**src/design/reader_writer_lock_manager_core_defines.svh**
```systemverilog
// Assertion macros for the reader-writer lock manager.
// Used by the top level; expects clk and arst_n in scope.
`ifndef READER_WRITER_LOCK_MANAGER_CORE_DEFINES_SVH
`define READER_WRITER_LOCK_MANAGER_CORE_DEFINES_SVH

// same-cycle implication
`define RWLM_ASSERT_IMP(label, ante, cons, msg) \
	label: assert property (@(posedge clk) disable iff (!arst_n) (ante) |-> (cons)) \
		else $error(msg);

// next-cycle implication
`define RWLM_ASSERT_NXT(label, ante, cons, msg) \
	label: assert property (@(posedge clk) disable iff (!arst_n) (ante) |=> (cons)) \
		else $error(msg);

// delayed implication
`define RWLM_ASSERT_DLY2(label, ante, cons, msg) \
	label: assert property (@(posedge clk) disable iff (!arst_n) (ante) |-> ##2 (cons)) \
		else $error(msg);

`endif

```
**src/design/rwlm_pkg.sv**
```systemverilog
// Package for the reader-writer lock manager: codes, widths and defaults.
// No dependencies.
`default_nettype none

package rwlm_pkg;

	localparam int ID_W        = 6;
	localparam int ENTRY_W     = ID_W + 1;
	localparam int RC_W        = 7;
	localparam int REQUESTERS  = 64;
	localparam int DEF_QUEUE_DEPTH = 16;

	localparam logic [10:0]     REQ_LIMIT  = 11'(REQUESTERS);
	localparam logic [RC_W-1:0] READER_MAX = 7'd127;

	typedef enum logic [1:0] {
		ACT_RD_ACQ = 2'd0,
		ACT_RD_REL = 2'd1,
		ACT_WR_ACQ = 2'd2,
		ACT_WR_REL = 2'd3
	} action_t;

	typedef enum logic [2:0] {
		ST_GRANTED  = 3'd0,
		ST_QUEUED   = 3'd1,
		ST_RELEASED = 3'd2,
		ST_WOKEN    = 3'd3,
		ST_REL_ERR  = 3'd4,
		ST_FULL     = 3'd5
	} status_t;

endpackage

`default_nettype wire

```
**src/design/rwlm_ram.sv**
```systemverilog
// Generic single-write, single-read RAM with a registered read port.
// Depends on rwlm_pkg for default sizes.
`default_nettype none

module rwlm_ram
	import rwlm_pkg::*;
#(
	parameter int WIDTH = ENTRY_W,
	parameter int DEPTH = DEF_QUEUE_DEPTH,
	localparam int AW = (DEPTH > 1) ? $clog2(DEPTH) : 1
) (
	input  wire logic             clk,
	input  wire logic             we,
	input  wire logic [AW-1:0]    waddr,
	input  wire logic [WIDTH-1:0] wdata,
	input  wire logic [AW-1:0]    raddr,
	output logic      [WIDTH-1:0] rdata
);

	logic [WIDTH-1:0] mem [DEPTH];
	logic [WIDTH-1:0] rdata_q;

	always_ff @(posedge clk) begin
		if (we) begin
			mem[waddr] <= wdata;
		end
		rdata_q <= mem[raddr];
	end

	assign rdata = rdata_q;

endmodule

`default_nettype wire

```
**src/design/reader_writer_lock_manager_core.sv**
```systemverilog
// Reader-writer lock manager with a FIFO wait queue held in RAM.
// Depends on rwlm_pkg, rwlm_ram and reader_writer_lock_manager_core_defines.svh.
//
// channel   direction  handshake          word
// request   in         start && !busy     action, requester_id
// result    out        strobe, one cycle  target_id, write_mode, status, last
//
// A request passes through accept and then execute, and gives its first result
// the cycle after execution; each woken waiter adds one more result word, as the wait
// queue RAM delivers one entry a cycle. busy is high from accept to the last
// result decision. Reset clears the lock state and the queue pointers; the
// queue RAM needs no clearing. Results cannot be stalled.
`default_nettype none

`include "reader_writer_lock_manager_core_defines.svh"

module reader_writer_lock_manager_core
	import rwlm_pkg::*;
#(
	parameter int QUEUE_DEPTH = DEF_QUEUE_DEPTH
) (
	input  wire logic             clk,
	input  wire logic             arst_n,
	input  wire logic             start,
	output logic                  busy,
	input  wire logic [1:0]       action,
	input  wire logic [ID_W-1:0]  requester_id,
	output logic                  strobe,
	output logic      [ID_W-1:0]  target_id,
	output logic                  write_mode,
	output logic      [2:0]       status,
	output logic                  last
);

	localparam int HW = (QUEUE_DEPTH > 1) ? $clog2(QUEUE_DEPTH) : 1;
	localparam int CW = $clog2(QUEUE_DEPTH + 1);
	localparam int SW = HW + 1;
	localparam logic [HW-1:0] HEAD_LAST = HW'(QUEUE_DEPTH - 1);
	localparam logic [CW-1:0] COUNT_MAX = CW'(QUEUE_DEPTH);
	localparam logic [SW-1:0] DEPTH_S   = SW'(QUEUE_DEPTH);

	typedef enum logic [2:0] {
		S_IDLE = 3'b001,
		S_EXEC = 3'b010,
		S_CHK  = 3'b100
	} state_t;

	state_t state_q, state_d;

	action_t         act_q;
	logic [ID_W-1:0] id_q;

	logic [RC_W-1:0] rc_q, rc_d;
	logic            held_q, held_d;
	logic [ID_W-1:0] owner_q, owner_d;
	logic [HW-1:0]   head_q, head_d;
	logic [CW-1:0]   count_q, count_d;

	logic [ID_W-1:0] p_id_q, p_id_d;
	logic            p_wm_q, p_wm_d;

	logic            strobe_q, strobe_d;
	logic [ID_W-1:0] tid_q, tid_d;
	logic            wm_q, wm_d;
	status_t         st_q, st_d;
	logic            last_q, last_d;

	logic               we;
	logic [HW-1:0]      waddr;
	logic [ENTRY_W-1:0] wdata;
	logic [ENTRY_W-1:0] rdata;

	logic [SW-1:0] tail_sum;
	logic [HW-1:0] tail;
	logic [HW-1:0] head_inc;
	logic          full;
	logic          front_w;
	logic          wake_try;
	logic          wake_first;
	logic          more;
	logic          id_bad;

	rwlm_ram #(
		.WIDTH(ENTRY_W),
		.DEPTH(QUEUE_DEPTH)
	) u_queue (
		.clk   (clk),
		.we    (we),
		.waddr (waddr),
		.wdata (wdata),
		.raddr (head_d),
		.rdata (rdata)
	);

	assign tail_sum = SW'(head_q) + SW'(count_q);
	assign tail     = (tail_sum >= DEPTH_S) ? HW'(tail_sum - DEPTH_S) : HW'(tail_sum);
	assign head_inc = (head_q == HEAD_LAST) ? '0 : head_q + 1'b1;
	assign full     = (count_q == COUNT_MAX);
	assign front_w  = rdata[ENTRY_W-1];
	assign id_bad   = ({5'd0, id_q} >= REQ_LIMIT);

	always_comb begin
		state_d    = state_q;
		rc_d       = rc_q;
		held_d     = held_q;
		owner_d    = owner_q;
		head_d     = head_q;
		count_d    = count_q;
		p_id_d     = p_id_q;
		p_wm_d     = p_wm_q;
		strobe_d   = 1'b0;
		tid_d      = tid_q;
		wm_d       = wm_q;
		st_d       = st_q;
		last_d     = last_q;
		we         = 1'b0;
		waddr      = tail;
		wdata      = {act_q[1], id_q};
		wake_try   = 1'b0;
		wake_first = 1'b0;
		more       = 1'b0;

		case (state_q)
			S_IDLE: begin
				if (start) begin
					state_d = S_EXEC;
				end
			end
			S_EXEC: begin
				strobe_d = 1'b1;
				tid_d    = id_q;
				wm_d     = act_q[1];
				if (id_bad) begin
					st_d = ST_REL_ERR;
				end else begin
					case (act_q)
						ACT_RD_ACQ: begin
							if (held_q) begin
								if (full) begin
									st_d = ST_FULL;
								end else begin
									we      = 1'b1;
									count_d = count_q + 1'b1;
									st_d    = ST_QUEUED;
								end
							end else if (rc_q == READER_MAX) begin
								st_d = ST_FULL;
							end else begin
								rc_d = rc_q + 1'b1;
								st_d = ST_GRANTED;
							end
						end
						ACT_RD_REL: begin
							if (rc_q == '0) begin
								st_d = ST_REL_ERR;
							end else begin
								rc_d     = rc_q - 1'b1;
								st_d     = ST_RELEASED;
								wake_try = (rc_q == RC_W'(1));
							end
						end
						ACT_WR_ACQ: begin
							if (held_q || rc_q != '0) begin
								if (full) begin
									st_d = ST_FULL;
								end else begin
									we      = 1'b1;
									count_d = count_q + 1'b1;
									st_d    = ST_QUEUED;
								end
							end else begin
								held_d  = 1'b1;
								owner_d = id_q;
								st_d    = ST_GRANTED;
							end
						end
						ACT_WR_REL: begin
							if (!held_q || owner_q != id_q) begin
								st_d = ST_REL_ERR;
							end else begin
								held_d   = 1'b0;
								st_d     = ST_RELEASED;
								wake_try = 1'b1;
							end
						end
						default: begin
							st_d = ST_REL_ERR;
						end
					endcase
				end
				wake_first = wake_try && count_q != '0 && !held_d &&
					(front_w ? (rc_d == '0) : (rc_d < READER_MAX));
				last_d = !wake_first;
				if (wake_first) begin
					head_d  = head_inc;
					count_d = count_q - 1'b1;
					p_id_d  = rdata[ID_W-1:0];
					p_wm_d  = front_w;
					if (front_w) begin
						held_d  = 1'b1;
						owner_d = rdata[ID_W-1:0];
					end else begin
						rc_d = rc_d + 1'b1;
					end
					state_d = S_CHK;
				end else begin
					state_d = S_IDLE;
				end
			end
			S_CHK: begin
				more = !p_wm_q && count_q != '0 && rc_q < READER_MAX && !front_w;
				strobe_d = 1'b1;
				tid_d    = p_id_q;
				wm_d     = p_wm_q;
				st_d     = ST_WOKEN;
				last_d   = !more;
				if (more) begin
					head_d  = head_inc;
					count_d = count_q - 1'b1;
					rc_d    = rc_q + 1'b1;
					p_id_d  = rdata[ID_W-1:0];
					p_wm_d  = 1'b0;
				end else begin
					state_d = S_IDLE;
				end
			end
			default: begin
				state_d = S_IDLE;
			end
		endcase
	end

	always_ff @(posedge clk or negedge arst_n) begin
		if (!arst_n) begin
			state_q  <= S_IDLE;
			rc_q     <= '0;
			held_q   <= 1'b0;
			owner_q  <= '0;
			head_q   <= '0;
			count_q  <= '0;
			strobe_q <= 1'b0;
		end else begin
			state_q  <= state_d;
			rc_q     <= rc_d;
			held_q   <= held_d;
			owner_q  <= owner_d;
			head_q   <= head_d;
			count_q  <= count_d;
			strobe_q <= strobe_d;
		end
	end

	always_ff @(posedge clk) begin
		if (state_q == S_IDLE && start) begin
			act_q <= action_t'(action);
			id_q  <= requester_id;
		end
		p_id_q <= p_id_d;
		p_wm_q <= p_wm_d;
		tid_q  <= tid_d;
		wm_q   <= wm_d;
		st_q   <= st_d;
		last_q <= last_d;
	end

	assign busy       = (state_q != S_IDLE);
	assign strobe     = strobe_q;
	assign target_id  = tid_q;
	assign write_mode = wm_q;
	assign status     = st_q;
	assign last       = last_q;

	`RWLM_ASSERT_IMP(a_writer_excl, held_q, rc_q == '0, "readers counted while writer holds")
	`RWLM_ASSERT_IMP(a_count_range, 1'b1, count_q <= COUNT_MAX, "queue count past depth")
	`RWLM_ASSERT_NXT(a_burst_cont, strobe_q && !last_q, strobe_q, "gap inside a result burst")
	`RWLM_ASSERT_DLY2(a_first_result, start && !busy, strobe_q, "no result after accept")
	`RWLM_ASSERT_IMP(a_writer_wake_last, strobe_q && st_q == ST_WOKEN && wm_q, last_q,
		"woken writer not final")

endmodule

`default_nettype wire

```
**config.mk**
```make
export PLATFORM = sky130hd
export DESIGN_NAME = reader_writer_lock_manager_core
export DESIGN_NICKNAME = d
export VERILOG_FILES = /design/src/design/rwlm_pkg.sv /design/src/design/rwlm_ram.sv /design/src/design/reader_writer_lock_manager_core.sv
export VERILOG_INCLUDE_DIRS = /design/src /design/src/design
export SDC_FILE = /design/constraint.sdc
export NUM_CORES = 1
export LEC_CHECK = 0
export ABC_AREA = 1
export BUFFER_PORTS_ARGS = -buffer_cell sky130_fd_sc_hd__buf_2
export CELL_PAD_IN_SITES_DETAIL_PLACEMENT = 1
export CELL_PAD_IN_SITES_GLOBAL_PLACEMENT = 2
export CORE_MARGIN = 10
export CORE_UTILIZATION = 30
export DETAILED_ROUTE_END_ITERATION = 16
export GPL_ROUTABILITY_DRIVEN = 0
export PLACE_DENSITY = 0.66
export SYNTH_ARGS = -nofsm -noshare
export SYNTH_HDL_FRONTEND = slang
export SYNTH_SLANG_ARGS = --single-unit
```
**constraint.sdc**
```tcl
create_clock -name clk -period 3.8 [get_ports clk]
set_input_delay 0.19 -clock clk [delete_from_list [all_inputs] [get_ports clk]]
set_output_delay 0.19 -clock clk [all_outputs]
set_load 0.05 [all_outputs]
```
==> load_flow_metrics.sql <==
INSERT INTO impl_metrics (metric_group, metric, value, unit) VALUES
('setup_path', 'path_max_fanout', '28', ''),
('power', 'p_leak', '0.004169', 'uW'),
('setup_path', 'data_required_time_at_the_worst_endpoint', '4180', 'ps'),
('global_route', 'first_global_vias', '6773', ''),
('logic_synthesis', 'ys_dominant_reg_cell', 'sky130_fd_sc_hd__edfxtp_1', ''),
('setup_path', 'worstPathArrival', '3790', 'ps'),
('floorplanning', 'chipHeight', '189.4', 'um'),
('cts', 'cts_tree', 'yes', ''),
('floorplanning', 'die-width', '189.4', 'um'),
('drt', 'vias', '6425', ''),
('timing', 'finalWorstPathRequiredPeriod', '3414', 'ps'),
('global_route', 'grt_pass1_wl', '40.84', 'mm'),
('setup_path', 'regToRegStartpoint', 'rc_q[0]', ''),
('setup_path', 'path_class', 'reg -> reg', ''),
('logic_synthesis', 'ys_async_sr_fraction', '15.70', '%'),
('global_route', 'antenna_violations_before_repair', '0', ''),
('logic_synthesis', 'proportion_of_netlist_area_held_by_the_largest_area_contributor', '48.16', '%'),
('cts', 'cts_root_buffer', 'sky130_fd_sc_hd__clkbuf_16', ''),
('timing', 'slew_violations', '0', ''),
('logic_synthesis', 'yosysTopAreaCell', 'sky130_fd_sc_hd__edfxtp_1', ''),
('floorplanning', 'num_ports', '24', ''),
('setup_path', 'critical_path.endpoint_type', 'flip-flop', ''),
('run_status', 'run_status', 'complete, no violations', ''),
('setup_path', 'cp.buffers_inverters', '2', ''),
('cts', 'cts_buffer_depth', '2', ''),
('timing', 'clock.fmax', '292.9', 'MHz'),
('timing', 'worst_pin_slew', '788.5', 'ps'),
('floorplanning', 'die_outline_area', '35860', 'um^2'),
('cts', 'clock_slew_at_the_register_clock_pins_of_the_worst_setup_and_hold_paths', '80', 'ps'),
('final_layout', 'diodes', '0', ''),
('min_path', 'hold_start', 'start', ''),
('setup_path', 'crit_path_start_kind', 'flip-flop', ''),
('setup_path', 'timing.critical_path.slowest_stage_cell', 'sky130_fd_sc_hd__dfrtp_2', ''),
('min_path', 'hp-class', 'in -> reg', ''),
('floorplanning', 'initial_utilization', '30.72', '%'),
('final_layout', 'num-nets-final', '985', ''),
('cts', 'cts_inserted_buffers', '17', ''),
('timing', 'final_hold_viol_count', '0', ''),
('setup_path', 'crit_path_cell_trace', 'ha_1 -> nand2_1 -> nor2_2 -> nand2_2 -> nand2_1 -> nand2_2 -> nand2_1 -> o21ai_4 -> ha_1 -> inv_1 -> nor2_1 -> nand3_1 -> nand2_2 -> nand3_4 -> nand3_1 -> nand4_1 -> nand2_1 -> buf_4 -> nand3_1 -> nand3_1 -> nand3_1 -> nand2_1', ''),
('logic_synthesis', 'netlist_top_cells_area', 'sky130_fd_sc_hd__edfxtp_1 (48%), sky130_fd_sc_hd__nand2_1 (9.5%), sky130_fd_sc_hd__nand3_1 (8.4%), sky130_fd_sc_hd__dfrtp_1 (7.6%), sky130_fd_sc_hd__inv_1 (4.6%)', ''),
('timing', 'grt_setup_unrepaired', 'no', ''),
('logic_synthesis', 'synth_warnings', '0', ''),
('drt', 'detailedRoute.firstIterationViolations', '404', ''),
('timing', 'setup_tns', '0', 'ps'),
('floorplanning', 'core', '28010', 'um^2'),
('drt', 'drt_wl_total', '25.87', 'mm'),
('logic_synthesis', 'synthDistinctLibCells', '42', ''),
('drt', 'drt-pass1-iter-count', '4', ''),
('setup_path', 'slowest_delay', '460', 'ps'),
('drt', 'routed_via_density', '4.749', ''),
('global_route', 'overflow', '0', ''),
('placement', 'detailed_place_hpwl', '17.96', 'mm'),
('setup_path', 'regToRegSetupSlack', '390', 'ps'),
('logic_synthesis', 'synthesis.area', '8605', 'um^2'),
('cts', 'cts_setup_buffers', '0', ''),
('job', 'max-cap-violations', '0', ''),
('timing', 'setup-violations-final', '0', ''),
('timing', 'final_min_period_over_clock_period', '89.84', '%'),
('timing', 'skew', '27.51', 'ps'),
('logic_synthesis', 'yosys_register_bits', '172', ''),
('floorplanning', 'num_rows', '61', ''),
('placement', 'port_buffers', '23', ''),
('logic_synthesis', 'postSynthAreaPerCell', '9.476', 'um^2'),
('logic_synthesis', 'synth_fp_nets', '931', ''),
('drt', 'drtAntennaViolNets', '0', ''),
('logic_synthesis', 'number_of_flops_mapped_to_enable_cells_by_yosys', '138', ''),
('final_layout', 'layout-area-overhead-vs-synth', '16.48', '%'),
('setup_path', 'worst_path_dominant_cell_family', 'simple AND/OR/NAND/NOR gates', ''),
('global_route', 'global_route.usage.total', '14.81', '%'),
('cts', 'clock_insertion_delay_worst_skew', '450', 'ps'),
('power', 'power_per_cell_area', '857.0', 'nW/um^2');
[registers in the layout, indices dropped and copies added, names as in the netlist, 3 cells and up]
signal	count
head_q	4
id_q	6
u_queue.rdata	7
status	3
target_id	6
count_q	5
owner_q	6
p_id_q	6
state_q	3
u_queue.mem	112
rc_q	7
[cell usage in the layout (no fill, tap or decap), types with 22 or more instances in the layout]
cell	synthesis	routed
sky130_fd_sc_hd__nand2_1	217	217
sky130_fd_sc_hd__nand3_1	145	145
sky130_fd_sc_hd__edfxtp_1	138	138
sky130_fd_sc_hd__inv_1	106	104
sky130_fd_sc_hd__nor2_1	50	50
sky130_fd_sc_hd__o21ai_0	36	36
sky130_fd_sc_hd__buf_4	8	36
sky130_fd_sc_hd__dfrtp_1	26	25
sky130_fd_sc_hd__buf_2	11	23
sky130_fd_sc_hd__nand3b_1	22	22
[final cells by class]
class | instances | area [um^2]
clock buffers | 17 | 425.4
flip-flops and latches | 172 | 4962
inverters | 116 | 437.9
fillers | 3229 | 17990
multi-input cells | 584 | 2998
well taps | 378 | 473.0
repair buffers | 71 | 526.8
clock inverters | 15 | 198.9
[what timing repair did]
action / 4_1_cts / 5_1_grt
hold buffers: 9 / 0
setup endpoints to repair: 0 / 7
hold endpoints to repair: 34 / 0
gates resized for setup: 0 / 8
[per-stage QoR]
step	worst slack (ps)	hold WS [ps]	cell area (um^2)	instances	total power [uW]
final	386.0	5.430	10020	1353	8589
after global routing	26.18	52.82	10020	1353	9308
after CTS	215.0	4.742	9998	1353	8678
after detailed placement	252.6	313.8	9284	1312	6851
after global placement	277.7	320.4	9284	1312	6837
after floorplan	879.8	-105.6	8605	908	5551
[metal layers]
layer	track usage (%)	routed length, um	share of wire (%)
met5	0	0	0
met4	3.602	269	1.0
met3	2.187	771	3.0
met2	23.85	12040	47
met1	20.43	12790	49
[cells by family (layout without fill, tap and decap cells)]
group | Yosys count | after routing | synth area share, %
and+or+nand+nor | 474 | 474 | 25.67
DFF | 172 | 172 | 57.66
buffers and inverters | 152 | 219 | 7.751
AOI/OAI and AO/OA | 83 | 83 | 5.569
xor gates and xnor gates | 15 | 15 | 1.527
adders and majority gates | 12 | 12 | 1.832
[cells in the mapped netlist (2+ instances only)]
master                     number
sky130_fd_sc_hd__edfxtp_1     138
sky130_fd_sc_hd__o21ai_1        2
sky130_fd_sc_hd__o21ai_0       36
sky130_fd_sc_hd__buf_4          8
sky130_fd_sc_hd__nand3b_1      22
sky130_fd_sc_hd__nand4_1        5
sky130_fd_sc_hd__a22oi_1        2
sky130_fd_sc_hd__nand3_2        4
sky130_fd_sc_hd__nor2_2         4
sky130_fd_sc_hd__a31oi_1        3
sky130_fd_sc_hd__a21oi_1       21
sky130_fd_sc_hd__nand2_4        4
sky130_fd_sc_hd__nand3_1      145
sky130_fd_sc_hd__clkinv_1       2
sky130_fd_sc_hd__dfxtp_1        7
sky130_fd_sc_hd__xnor2_1        4
sky130_fd_sc_hd__o21ai_2        3
sky130_fd_sc_hd__ha_1          11
sky130_fd_sc_hd__dfrtp_1       26
sky130_fd_sc_hd__nand2_2        7
sky130_fd_sc_hd__xor2_1        11
sky130_fd_sc_hd__clkbuf_1      10
sky130_fd_sc_hd__buf_2         11
sky130_fd_sc_hd__nor2_1        50
sky130_fd_sc_hd__o211ai_1      11
sky130_fd_sc_hd__inv_2          8
sky130_fd_sc_hd__nor2_4         5
sky130_fd_sc_hd__nor3_1         5
sky130_fd_sc_hd__or2_2          3
sky130_fd_sc_hd__nand2_1      217
sky130_fd_sc_hd__buf_6          7
sky130_fd_sc_hd__inv_1        106
[final timing paths]
check,depth (start not counted),end
max,22,u_queue.rdata[0]
min,3,state_q[1]
max reg2reg,22,u_queue.rdata[0]
min reg2reg,0,p_id_q[2]
max in group asynchronous,2,rc_q[0]
min in group asynchronous,2,count_q[3]
[power by group]
| part | internal, uW | switching [uW] | leakage (uW) |
|---|---|---|---|
| clock | 897 | 908 | 0.000298 |
| combinational | 1200 | 2890 | 0.00223 |
| sequential | 2430 | 272 | 0.00164 |
| total | 4520 | 4060 | 0.00417 |
[worst min-delay path, delay by kind of cell]
kind	cells	cell delay (ps)
buffers and inverters	2	120
AND/OR/NAND/NOR	1	90
Note: power is estimated with default switching activity, not from simulation.
